$ cat config.mk
export PLATFORM = sky130hd
export DESIGN_NAME = utf8_to_keysym_decoder_flat
export DESIGN_NICKNAME = d
export VERILOG_FILES = /design/src/rtl/u8ks_pkg.sv /design/src/rtl/u8ks_if.sv /design/src/rtl/u8ks_in_reg.sv /design/src/rtl/u8ks_step.sv /design/src/rtl/u8ks_out_reg.sv /design/src/rtl/utf8_to_keysym_decoder.sv /design/src/flat_wrapper.sv
export SDC_FILE = /design/constraint.sdc
export NUM_CORES = 1
export LEC_CHECK = 0
export ABC_AREA = 1
export BUFFER_PORTS_ARGS = -buffer_cell sky130_fd_sc_hd__buf_2
export CORE_MARGIN = 2
export CORE_UTILIZATION = 61
export CTS_BUF_LIST = sky130_fd_sc_hd__clkbuf_16
export DETAILED_ROUTE_END_ITERATION = 6
export PLACE_DENSITY = 0.86
export SLEW_MARGIN = 25
export SYNTH_ARGS = -nofsm -noshare
export SYNTH_HDL_FRONTEND = slang
export SYNTH_HIERARCHICAL = 1
export SYNTH_SLANG_ARGS = --single-unit
export TNS_END_PERCENT = 20
$ cat constraint.sdc
create_clock -name i_clk -period 13.6 [get_ports i_clk]
set_input_delay 0.68 -clock i_clk [delete_from_list [all_inputs] [get_ports i_clk]]
set_output_delay 0.68 -clock i_clk [all_outputs]
set_load 0.01 [all_outputs]
$ cat src/rtl/u8ks_pkg.sv
// Shared types and constants for the UTF-8 to keysym decoder.
package u8ks_pkg;

    localparam int unsigned BYTE_W  = 8;
    localparam int unsigned CP_W    = 31;
    localparam int unsigned COUNT_W = 3;

    // Code points in this range map to keysyms by adding the offset.
    localparam logic [CP_W-1:0] KS_LOW    = 31'h0000100;
    localparam logic [CP_W-1:0] KS_HIGH   = 31'h010FFFF;
    localparam logic [CP_W-1:0] KS_OFFSET = 31'h1000000;

    typedef struct packed {
        logic [CP_W-1:0]    keysym;
        logic [CP_W-1:0]    code_point;
        logic [COUNT_W-1:0] byte_count;
        logic               invalid;
    } t_result;

endpackage

$ cat src/rtl/u8ks_if.sv
// Stream interfaces for the decoder: raw byte beats in, decoded character beats out.
interface u8ks_in_if;
    logic                          valid;
    logic                          ready;
    logic [u8ks_pkg::BYTE_W-1:0]   data_byte;

    modport source (output valid, output data_byte, input ready);
    modport sink   (input valid, input data_byte, output ready);
endinterface

interface u8ks_out_if;
    logic                          valid;
    logic                          ready;
    logic [u8ks_pkg::CP_W-1:0]     keysym;
    logic [u8ks_pkg::CP_W-1:0]     code_point;
    logic [u8ks_pkg::COUNT_W-1:0]  byte_count;
    logic                          invalid;

    modport source (output valid, output keysym, output code_point, output byte_count,
                    output invalid, input ready);
    modport sink   (input valid, input keysym, input code_point, input byte_count,
                    input invalid, output ready);
endinterface

$ cat src/rtl/u8ks_in_reg.sv
// Input register: captures one byte beat and holds it until the decode step takes it.
module u8ks_in_reg (
    input  logic                        i_clk,
    input  logic                        i_rst_n,
    input  logic                        i_valid,
    input  logic [u8ks_pkg::BYTE_W-1:0] i_byte,
    input  logic                        i_take,
    output logic                        o_ready,
    output logic                        o_valid,
    output logic [u8ks_pkg::BYTE_W-1:0] o_byte
);

    logic                        r_valid;
    logic                        n_valid;
    logic [u8ks_pkg::BYTE_W-1:0] r_byte;

    assign o_ready = !r_valid || i_take;
    assign n_valid = (o_ready && i_valid) ? 1'b1 : (i_take ? 1'b0 : r_valid);

    always_ff @(posedge i_clk) begin
        if (!i_rst_n) begin
            r_valid <= 1'b0;
        end else begin
            r_valid <= n_valid;
        end
    end

    always_ff @(posedge i_clk) begin
        if (o_ready && i_valid) begin
            r_byte <= i_byte;
        end
    end

    assign o_valid = r_valid;
    assign o_byte  = r_byte;

endmodule

$ cat src/rtl/u8ks_step.sv
// Decode step: character state registers and the per-byte decode and keysym mapping.
module u8ks_step (
    input  logic                        i_clk,
    input  logic                        i_rst_n,
    input  logic                        i_fire,
    input  logic [u8ks_pkg::BYTE_W-1:0] i_byte,
    output logic                        o_res_valid,
    output u8ks_pkg::t_result           o_res
);

    localparam logic [u8ks_pkg::COUNT_W-1:0] LEN_1 = 3'd1;
    localparam logic [u8ks_pkg::COUNT_W-1:0] LEN_2 = 3'd2;
    localparam logic [u8ks_pkg::COUNT_W-1:0] LEN_3 = 3'd3;
    localparam logic [u8ks_pkg::COUNT_W-1:0] LEN_4 = 3'd4;
    localparam logic [u8ks_pkg::COUNT_W-1:0] LEN_5 = 3'd5;
    localparam logic [u8ks_pkg::COUNT_W-1:0] LEN_6 = 3'd6;

    logic [u8ks_pkg::CP_W-1:0]    r_acc, n_acc;
    logic [u8ks_pkg::COUNT_W-1:0] r_rem, n_rem;
    logic [u8ks_pkg::COUNT_W-1:0] r_len, n_len;

    logic [u8ks_pkg::CP_W-1:0]    cp;
    logic [u8ks_pkg::COUNT_W-1:0] cnt;
    logic                         bad;
    logic                         res_v;
    logic                         in_range;

    always_comb begin
        n_acc = r_acc;
        n_rem = r_rem;
        n_len = r_len;
        res_v = 1'b0;
        cp    = '0;
        cnt   = LEN_1;
        bad   = 1'b0;
        if (r_rem != '0) begin
            // following byte: shift in its low six bits, top bits unchecked
            n_acc = {r_acc[u8ks_pkg::CP_W-7:0], i_byte[5:0]};
            n_rem = r_rem - 3'd1;
            if (r_rem == 3'd1) begin
                res_v = 1'b1;
                cp    = n_acc;
                cnt   = r_len;
            end
        end else if (i_byte == 8'h00) begin
            // end of string: nothing to report
            res_v = 1'b0;
        end else if (!i_byte[7]) begin
            res_v = 1'b1;
            cp    = {23'd0, i_byte};
        end else if (i_byte[7:5] == 3'b110) begin
            n_acc = {26'd0, i_byte[4:0]};
            n_len = LEN_2;
            n_rem = LEN_2 - 3'd1;
        end else if (i_byte[7:4] == 4'b1110) begin
            n_acc = {27'd0, i_byte[3:0]};
            n_len = LEN_3;
            n_rem = LEN_3 - 3'd1;
        end else if (i_byte[7:3] == 5'b11110) begin
            n_acc = {28'd0, i_byte[2:0]};
            n_len = LEN_4;
            n_rem = LEN_4 - 3'd1;
        end else if (i_byte[7:2] == 6'b111110) begin
            n_acc = {29'd0, i_byte[1:0]};
            n_len = LEN_5;
            n_rem = LEN_5 - 3'd1;
        end else if (i_byte[7:1] == 7'b1111110) begin
            n_acc = {30'd0, i_byte[0]};
            n_len = LEN_6;
            n_rem = LEN_6 - 3'd1;
        end else begin
            // stray following byte or 0xFE/0xFF: flag and skip it
            res_v = 1'b1;
            bad   = 1'b1;
        end
    end

    always_ff @(posedge i_clk) begin
        if (!i_rst_n) begin
            r_acc <= '0;
            r_rem <= '0;
            r_len <= '0;
        end else if (i_fire) begin
            r_acc <= n_acc;
            r_rem <= n_rem;
            r_len <= n_len;
        end
    end

    assign in_range = !bad && (cp >= u8ks_pkg::KS_LOW) && (cp <= u8ks_pkg::KS_HIGH);

    always_comb begin
        o_res.code_point = cp;
        o_res.byte_count = cnt;
        o_res.invalid    = bad;
        o_res.keysym     = in_range ? (cp + u8ks_pkg::KS_OFFSET) : cp;
    end

    assign o_res_valid = i_fire && res_v;

endmodule

$ cat src/rtl/u8ks_out_reg.sv
// Output register: holds a decoded character beat until the downstream side takes it.
module u8ks_out_reg (
    input  logic              i_clk,
    input  logic              i_rst_n,
    input  logic              i_load,
    input  u8ks_pkg::t_result i_res,
    input  logic              i_ready,
    output logic              o_free,
    output logic              o_valid,
    output u8ks_pkg::t_result o_res
);

    logic              r_valid;
    logic              n_valid;
    u8ks_pkg::t_result r_res;

    assign o_free  = !r_valid || i_ready;
    assign n_valid = i_load ? 1'b1 : (i_ready ? 1'b0 : r_valid);

    always_ff @(posedge i_clk) begin
        if (!i_rst_n) begin
            r_valid <= 1'b0;
        end else begin
            r_valid <= n_valid;
        end
    end

    always_ff @(posedge i_clk) begin
        if (i_load) begin
            r_res <= i_res;
        end
    end

    assign o_valid = r_valid;
    assign o_res   = r_res;

endmodule

$ cat src/rtl/utf8_to_keysym_decoder.sv
// Top level of the legacy UTF-8 (1 to 6 byte) to keysym decoder.
//
//  channel  dir  handshake      payload
//  -------  ---  -------------  ------------------------------------------------
//  i_in     in   valid / ready  data_byte[7:0]
//  o_out    out  valid / ready  keysym[30:0], code_point[30:0], byte_count[2:0],
//                               invalid
//
// One byte beat is accepted per cycle while no held result stalls o_out; a
// character's last byte waits in the input register, then passes through the
// decode step into the result register, which presents it on o_out. The step sets
// the rate: it updates the accumulator and character length once per byte.
// Reset (i_rst_n low, synchronous) clears both valid flags and the state.
// A stall on o_out with a result held blocks the decode step for every byte;
// the input register fills if it is empty, then i_in.ready stays low until the
// result moves on.
module utf8_to_keysym_decoder (
    input  logic            i_clk,
    input  logic            i_rst_n,
    u8ks_in_if.sink         i_in,
    u8ks_out_if.source      o_out
);

    logic                        in_valid_q;
    logic [u8ks_pkg::BYTE_W-1:0] in_byte_q;
    logic                        out_free;
    logic                        take;
    logic                        res_valid;
    u8ks_pkg::t_result           res;
    u8ks_pkg::t_result           out_res;

    // Advance a held byte into the decode step only when the result
    // register can take whatever it produces.
    assign take = in_valid_q && out_free;

    u8ks_in_reg u_in_reg (
        .i_clk   (i_clk),
        .i_rst_n (i_rst_n),
        .i_valid (i_in.valid),
        .i_byte  (i_in.data_byte),
        .i_take  (take),
        .o_ready (i_in.ready),
        .o_valid (in_valid_q),
        .o_byte  (in_byte_q)
    );

    // Decode the byte and update the character state.
    u8ks_step u_step (
        .i_clk       (i_clk),
        .i_rst_n     (i_rst_n),
        .i_fire      (take),
        .i_byte      (in_byte_q),
        .o_res_valid (res_valid),
        .o_res       (res)
    );

    // Hold the finished character for the downstream side.
    u8ks_out_reg u_out_reg (
        .i_clk   (i_clk),
        .i_rst_n (i_rst_n),
        .i_load  (res_valid),
        .i_res   (res),
        .i_ready (o_out.ready),
        .o_free  (out_free),
        .o_valid (o_out.valid),
        .o_res   (out_res)
    );

    assign o_out.keysym     = out_res.keysym;
    assign o_out.code_point = out_res.code_point;
    assign o_out.byte_count = out_res.byte_count;
    assign o_out.invalid    = out_res.invalid;

endmodule

$ cat src/flat_wrapper.sv
// flat-port wrapper written by rule: the top's interface ports become plain ports
module utf8_to_keysym_decoder_flat 
  (i_clk, i_rst_n, i_in_valid, i_in_data_byte, i_in_ready, o_out_valid, o_out_keysym, o_out_code_point, o_out_byte_count, o_out_invalid, o_out_ready);
  u8ks_in_if i_in_i ();
  u8ks_out_if o_out_i ();
  input  logic i_clk;
  input  logic i_rst_n;
  input wire logic [$bits(i_in_i.valid)-1:0] i_in_valid;
  input wire logic [$bits(i_in_i.data_byte)-1:0] i_in_data_byte;
  output wire logic [$bits(i_in_i.ready)-1:0] i_in_ready;
  output wire logic [$bits(o_out_i.valid)-1:0] o_out_valid;
  output wire logic [$bits(o_out_i.keysym)-1:0] o_out_keysym;
  output wire logic [$bits(o_out_i.code_point)-1:0] o_out_code_point;
  output wire logic [$bits(o_out_i.byte_count)-1:0] o_out_byte_count;
  output wire logic [$bits(o_out_i.invalid)-1:0] o_out_invalid;
  input wire logic [$bits(o_out_i.ready)-1:0] o_out_ready;
  assign i_in_i.valid = i_in_valid;
  assign i_in_i.data_byte = i_in_data_byte;
  assign i_in_ready = i_in_i.ready;
  assign o_out_valid = o_out_i.valid;
  assign o_out_keysym = o_out_i.keysym;
  assign o_out_code_point = o_out_i.code_point;
  assign o_out_byte_count = o_out_i.byte_count;
  assign o_out_invalid = o_out_i.invalid;
  assign o_out_i.ready = o_out_ready;
  utf8_to_keysym_decoder u_core (.i_clk(i_clk), .i_rst_n(i_rst_n), .i_in(i_in_i), .o_out(o_out_i));
endmodule
; ---- After elaboration in Yosys (flattened, before gate mapping)
; Index checks and enable logic that the tools add are counted.
[classes]
addsub = 2
n_mul = 0
n_div = 0
magnitude_cmp = 2
n_eq_ne = 7
n_shift = 0
mux = 42
bitwise_logic = 2
n_reduce_logical = 20
[ops]
columns = op, count
row1 = $mux W25, 8
row2 = $mux W31, 3
row3 = $mux W3, 13
row4 = $add A31 B25 Y31 const B, 1
row5 = $ge A31 B9 Y1 const B, 1
row6 = $le A31 B21 Y1 const B, 1
row7 = $mux W1, 16
row8 = $mux W7, 2
row9 = $logic_not A8 Y1, 1
row10 = $eq A7 B7 Y1 const B, 1
row11 = $eq A6 B6 Y1 const B, 1
row12 = $reduce_bool A2 Y1, 3
row13 = $reduce_bool A6 Y1, 1
row14 = $eq A5 B5 Y1 const B, 1
row15 = $logic_and A1 B1 Y1, 5
row16 = $reduce_and A5 Y1, 1
row17 = $reduce_bool A5 Y1, 1
row18 = $eq A4 B4 Y1 const B, 1
row19 = $reduce_and A4 Y1, 1
row20 = $eq A3 B1 Y1 const B, 1
row21 = $eq A3 B3 Y1 const B, 1
row22 = $logic_not A1 Y1, 3
row23 = $reduce_bool A3 Y1, 1
row24 = $sub A3 B1 Y3 const B, 1
row25 = other kinds (4), 6
[word_totals]
reg_bits = 107
latchBits = 0
ramBits = 0
romBits = 0
input_bits = 12
out_inout_bits = 68
n_memories = 0

; ---- Longest topological paths before layout
[depth]
word_depth = 13
depth_mapped = 17
ltp_nobuf = 16

; ---- Modules after synthesis
; Netlist, hierarchy kept.
[modules_own_cells]
columns = mod, n_inst, cells_each, area_each_um2, seq_area_each_um2
row1 = u8ks_step, 1, 370, 2275.9, 620.6
row2 = u8ks_out_reg, 1, 72, 2028.2, 2001.9
row3 = u8ks_in_reg, 1, 15, 291.5, 260.2
row4 = utf8_to_keysym_decoder, 1, 2, 7.5, 0.0

; ---- Worst setup path before layout
; OpenSTA, ideal clock, no wires.
[synth_timing]
kind = reg-to-reg
start = register u_core/u_step/r_rem[0] (netlist bit)
end = register u_core.u_out_reg.r_valid, in the netlist u_core/u_out_reg/o_valid
t_arrival_ns = 4.799
required_ns = 13.525
slack_ns = 8.727
stages_incl_launch_ff = 9
synth_period_minus_slack_ns = 4.873
path_cell_list = dfxtp_1 > inv_1 > ha_1 > nand2_2 > a21oi_1 > nand2_1 > a21oi_1 > inv_1 > a21oi_2
[synth_via]
elab_chain_len = 5
elab_cells_between_ends = 7
cone_classes = eq/ne (1) / mux (3) / reduce/logical (3)
[synth_rtl]
columns = element, line_no
row1 = start: declaration, u8ks_step.sv:19  ; logic [u8ks_pkg::COUNT_W-1:0] r_rem, n_rem;
row2 = start signal: assignment, u8ks_step.sv:85  ; r_rem <= n_rem;
row3 = $eq A3 B1 Y1, u8ks_step.sv:40  ; if (r_rem == 3'd1) begin
row4 = $mux W1, u8ks_step.sv:40
row5 = $mux W1 *, u8ks_step.sv:36  ; if (r_rem != '0) begin
row6 = $logic_and A1 B1 Y1 *, u8ks_step.sv:99  ; assign o_res_valid = i_fire && res_v;
row7 = via u_core.res_valid, utf8_to_keysym_decoder.sv:28  ; logic res_valid;
row8 = $mux W1 or $reduce_bool A2 Y1 (tied branches), n/a
row9 = end signal: assignment, u8ks_out_reg.sv:24  ; r_valid <= n_valid;
row10 = end: declaration, u8ks_out_reg.sv:13  ; logic r_valid;
; The timed path passes the listed nets; every way through them passes the cells marked *.
; A chain may end at the register's enable or synchronous reset.

; ---- Final worst setup path
[layout_timing]
start = register u_core/u_step/r_rem[0] (netlist bit)
end = register u_core.u_out_reg.r_res, in the netlist u_core/u_out_reg/o_res[38], enable pin
[layout_via]
elab_chain_len = 4
elab_cells_between_ends = 5
cone_classes = eq/ne (1) / mux (2) / reduce/logical (2)
[layout_rtl]
columns = element, line_no
row1 = $eq A3 B1 Y1, u8ks_step.sv:40
row2 = $mux W1, u8ks_step.sv:40
row3 = $mux W1 *, u8ks_step.sv:36
row4 = $logic_and A1 B1 Y1 *, u8ks_step.sv:99
row5 = via u_core.res_valid, utf8_to_keysym_decoder.sv:28
row6 = end signal: assignment, u8ks_out_reg.sv:30  ; r_res <= i_res;
row7 = end: declaration, u8ks_out_reg.sv:15  ; u8ks_pkg::t_result r_res;
; Marks and branches as above.

==> results.md <==
Outcome:
- The flow ran to the end, and the final reports show no timing, DRC or antenna violations.

Timing:
- For the pin with the worst max-slew slack, the measured transition is 0.797 ns.
- The maximum clock rate is 339 MHz.
- The number of max-slew violations in the final report is 0.
- Of the available clock period, the critical path in the final layout requires 21.7%.
- The post-layout minimum cycle time is 2.95 ns.
- The worst slew margin relative to its limit is 46.8%.
- Across all hold checks on the routed design, the worst slack comes to 0.453 ns.
- Setup repair after global routing left no endpoint under its margin.
- Setup total negative slack on the finished layout was measured at 0 ns.
- Clock skew on the completed layout was measured at 0.00487 ns.
- The final-report setup violation count is 0.
- The final number of hold-violating endpoints is 0.

GRT:
- The via count of the first global-routing pass is 3054.
- In the global route stage, overall resource usage came out at 21.6%.
- The sum of overflow across all layers after global routing is 0.
- The number of antenna violations at the first check in global routing came to 0.
- Entering global routing, the biggest net connects 50 pins.
- The wire length of the first global-routing pass is 14100 um.

Flow run:
- The number of max-cap violations is 0.

Synthesis:
- The post-synthesis cell area is 4600 um2.
- By count the netlist is led by 95 x sky130_fd_sc_hd__nand2_1, 74 x sky130_fd_sc_hd__edfxtp_1, 50 x sky130_fd_sc_hd__inv_1, 47 x sky130_fd_sc_hd__nor2_1, 37 x sky130_fd_sc_hd__a21oi_1.
- Yosys mapped the design onto 32 distinct sky130hd cell types.
- Synthesis inferred 107 register bits.
- The mean area per synthesized cell is 10.0 um2.
- The number of synthesized flops with an enable pin is 74.
- The number of warnings printed during yosys synthesis is 6.
- The library cell occupying the most area in the post-synthesis netlist is sky130_fd_sc_hd__edfxtp_1.
- The sequential element share of the synthesized area is 62.6%.
- By instance count, the leading cell after synthesis is sky130_fd_sc_hd__nand2_1.
- After synthesis, the share of flip-flops with an asynchronous set or reset is 0%.
- Synthesis produced a netlist with a net count of 476.
- The number of instances in the synthesized netlist is 459.
- The commonest register cell after synthesis is sky130_fd_sc_hd__edfxtp_1.
- By area the synthesized netlist is led by sky130_fd_sc_hd__edfxtp_1 48%, sky130_fd_sc_hd__dfxtp_1 14%, sky130_fd_sc_hd__nand2_1 7.7%, sky130_fd_sc_hd__buf_4 4.1%, sky130_fd_sc_hd__inv_1 4.1%.
- The top cell type by area accounts for 48.3% of the synthesized area.

Power:
- The leakage power of the design is 2.15 nW.
- The maximum VDD drop is 0.0000786 V.
- Dividing total power by cell area gives a power density of 143 nW/um2.

CTS:
- After clock tree synthesis, the setup repair step added 0 buffers.
- The number of buffers created by CTS is 9.
- The H-tree level count is 3.
- Once the clock tree was built, the resizer swapped 0 gates to a different size.
- For the worst-skew pair, the clock arrives at the later sink with an insertion delay of 0.34 ns.
- In this run the clock root is driven by a sky130_fd_sc_hd__clkbuf_16.
- For this design, the sink count on the clock tree is 107.
- After clock tree synthesis, the clock-pin slew on the worst setup and hold paths is 0.07 ns.
- The number of buffers inserted by hold repair at cts is 0.
- In this run the deepest clock path goes through 2 buffers.
- The clock tree from TritonCTS is built.

Setup path:
- The worst register-to-register path ends at u_core/u_out_reg/o_res[38].
- The required time of the critical path is 13.58 ns.
- The worst setup slack for register-to-register paths is 10.65 ns.
- The critical path startpoint category is a register.
- The worst register-to-register path begins at u_core/u_step/r_rem[0].
- For the worst setup path, the data arrival time is 2.93 ns.
- The kind of end point of the critical path is a register.
- The worst register-to-register path has a depth of 6.
- The worst setup path category is register to register.
- The peak fanout along the critical path is 49.

Min path:
- The count of cells along the worst hold path is 2.
- The hold path startpoint is u_core/u_step/r_len[1].
- The class of the worst hold path is register to register.
- The hold-critical path endpoint is u_core/u_step/r_len[1].

Final layout:
- The multi-input combinational cell area is 1250 um2.
- The post-synthesis to final-layout area growth is 13.7%.
- The final-stage net count is 530.
- In the final layout, the share of cells above drive strength 1 is 24.1%.
- Registers take 2880 um2.
- The number of antenna diodes in the final layout is 0.
- The count of filler cells inserted in the layout is 528.

Detailed routing:
- The first TritonRoute pass finished after 5 iterations.
- The routed design has 8690 um of wire.
- The count of nets left with antenna violations once routing finished came out at 0.
- The post-detailed-route via-to-cell ratio is 5.34.
- The routed length per instance is 14.1 um.
- The first routing iteration left 304 violations.
- After detailed routing, the number of remaining DRC violations is 0.
- The routed via count is 3292.

Die:
- The height of the die is 90.9 um.
- The total area inside the core boundary comes to 7290 um2.
- The number of standard-cell rows in the floorplan is 31.
- The effective utilization at floorplan is 63.1%.
- In this run the count of I/O pins placed on the die edge is 80.
- The die footprint is 8260 um2.
- The overall die width is 90.9 um.

Placed design:
- The total half-perimeter wirelength after legalization and detailed placement is 5860 um.
- The final weighted congestion of routability-driven global placement is 0.883.
- Port buffering added 79 buffers.
==> where the power goes <==
group	total (mW)	internal (mW)	switching, mW
sequential	0.379	0.371	0.00789
combinational	0.0782	0.0230	0.0552
clock	0.294	0.181	0.113
==> cell families (layout without fill, tap and decap cells) <==
group	count (synthesis)	after routing	synth area share, %
fa+ha+maj	5	5	1.36
flops	107	107	62.6
buf+inv	96	155	10.5
mux	1	1	0.245
compound gates	57	57	7.01
simple gates	193	193	18.3
==> cell usage in the layout, fill, tap and decap left out, drive strengths merged <==
master / count
clkinv: 2
nand4: 4
dfxtp: 33
mux2: 1
o31ai: 1
o21ai: 11
nand2: 102
inv: 60
ha: 5
a21oi: 39
bufinv: 3
nand3: 32
nor2: 49
edfxtp: 74
o221ai: 1
nor4: 1
nor3: 5
a41oi: 1
clkbuf: 9
a211oi: 3
a31oi: 1
buf: 81
==> worst max-delay path by stage <==
stage / from / endpoint / slack (ns) / cells past startpoint
floorplan: u_core/u_step/r_rem[0] / u_core/u_out_reg/o_valid / 8.73 / 8
global placement: u_core/u_step/r_rem[0] / u_core/u_out_reg/o_res[26] / 10.89 / 6
detailed placement: u_core/u_step/r_rem[0] / u_core/u_out_reg/o_res[32] / 10.70 / 6
CTS: u_core/u_step/r_rem[0] / u_core/u_out_reg/o_res[19] / 10.69 / 6
global route: u_core/u_step/r_rem[0] / u_core/u_out_reg/o_res[26] / 10.41 / 6
finish: u_core/u_step/r_rem[0] / u_core/u_out_reg/o_res[38] / 10.65 / 6
==> final cells by class <==
type	instances	share of cell area, %
Clock inverter	7	2.32
Tap cell	99	2.37
Clock buffer	9	4.30
Sequential cell	107	55.1
Multi-Input combinational cell	256	23.9
Inverter	58	4.16
Timing Repair Buffer	81	7.84
==> registers in the layout (all words and copies together) (netlist names) <==
register,cells
u_core/u_step/r_acc,25
u_core/u_out_reg/o_res,66
u_core/u_out_reg/o_valid,1
u_core/u_step/r_rem,3
u_core/u_in_reg/o_valid,1
u_core/u_step/r_len,3
u_core/u_in_reg/o_byte,8
==> through the flow <==
stage	setup slack (ns)	utilization (%)	power [mW]	cells	area, um2
5_1_grt	10.41	71.8	0.777	617	5230
3_3_place_gp	10.89	67.0	0.459	601	4880
3_5_place_dp	10.70	67.0	0.463	601	4890
6_report	10.65	71.8	0.751	617	5230
2_1_floorplan	8.73	-	0.445	459	4600
4_1_cts	10.69	71.8	0.754	617	5230
==> routing by layer <==
| metal | share of wire (%) | track usage (%) |
|---|---|---|
| met1 | 40 | 25.7 |
| met2 | 52 | 37.4 |
| met3 | 6.4 | 4.76 |
| met4 | 1.9 | 10.6 |
| met5 | 0 | 0 |
==> critical path, stage by stage, from the launching register on <==
cell                      delay (ns)
sky130_fd_sc_hd__dfxtp_1        0.35
sky130_fd_sc_hd__inv_1          0.10
sky130_fd_sc_hd__ha_1           0.30
sky130_fd_sc_hd__nor2_4         0.34
sky130_fd_sc_hd__nand2_4        0.26
sky130_fd_sc_hd__a21oi_4        0.59
sky130_fd_sc_hd__buf_4          0.60
Note: power is estimated with default switching activity, not from simulation.
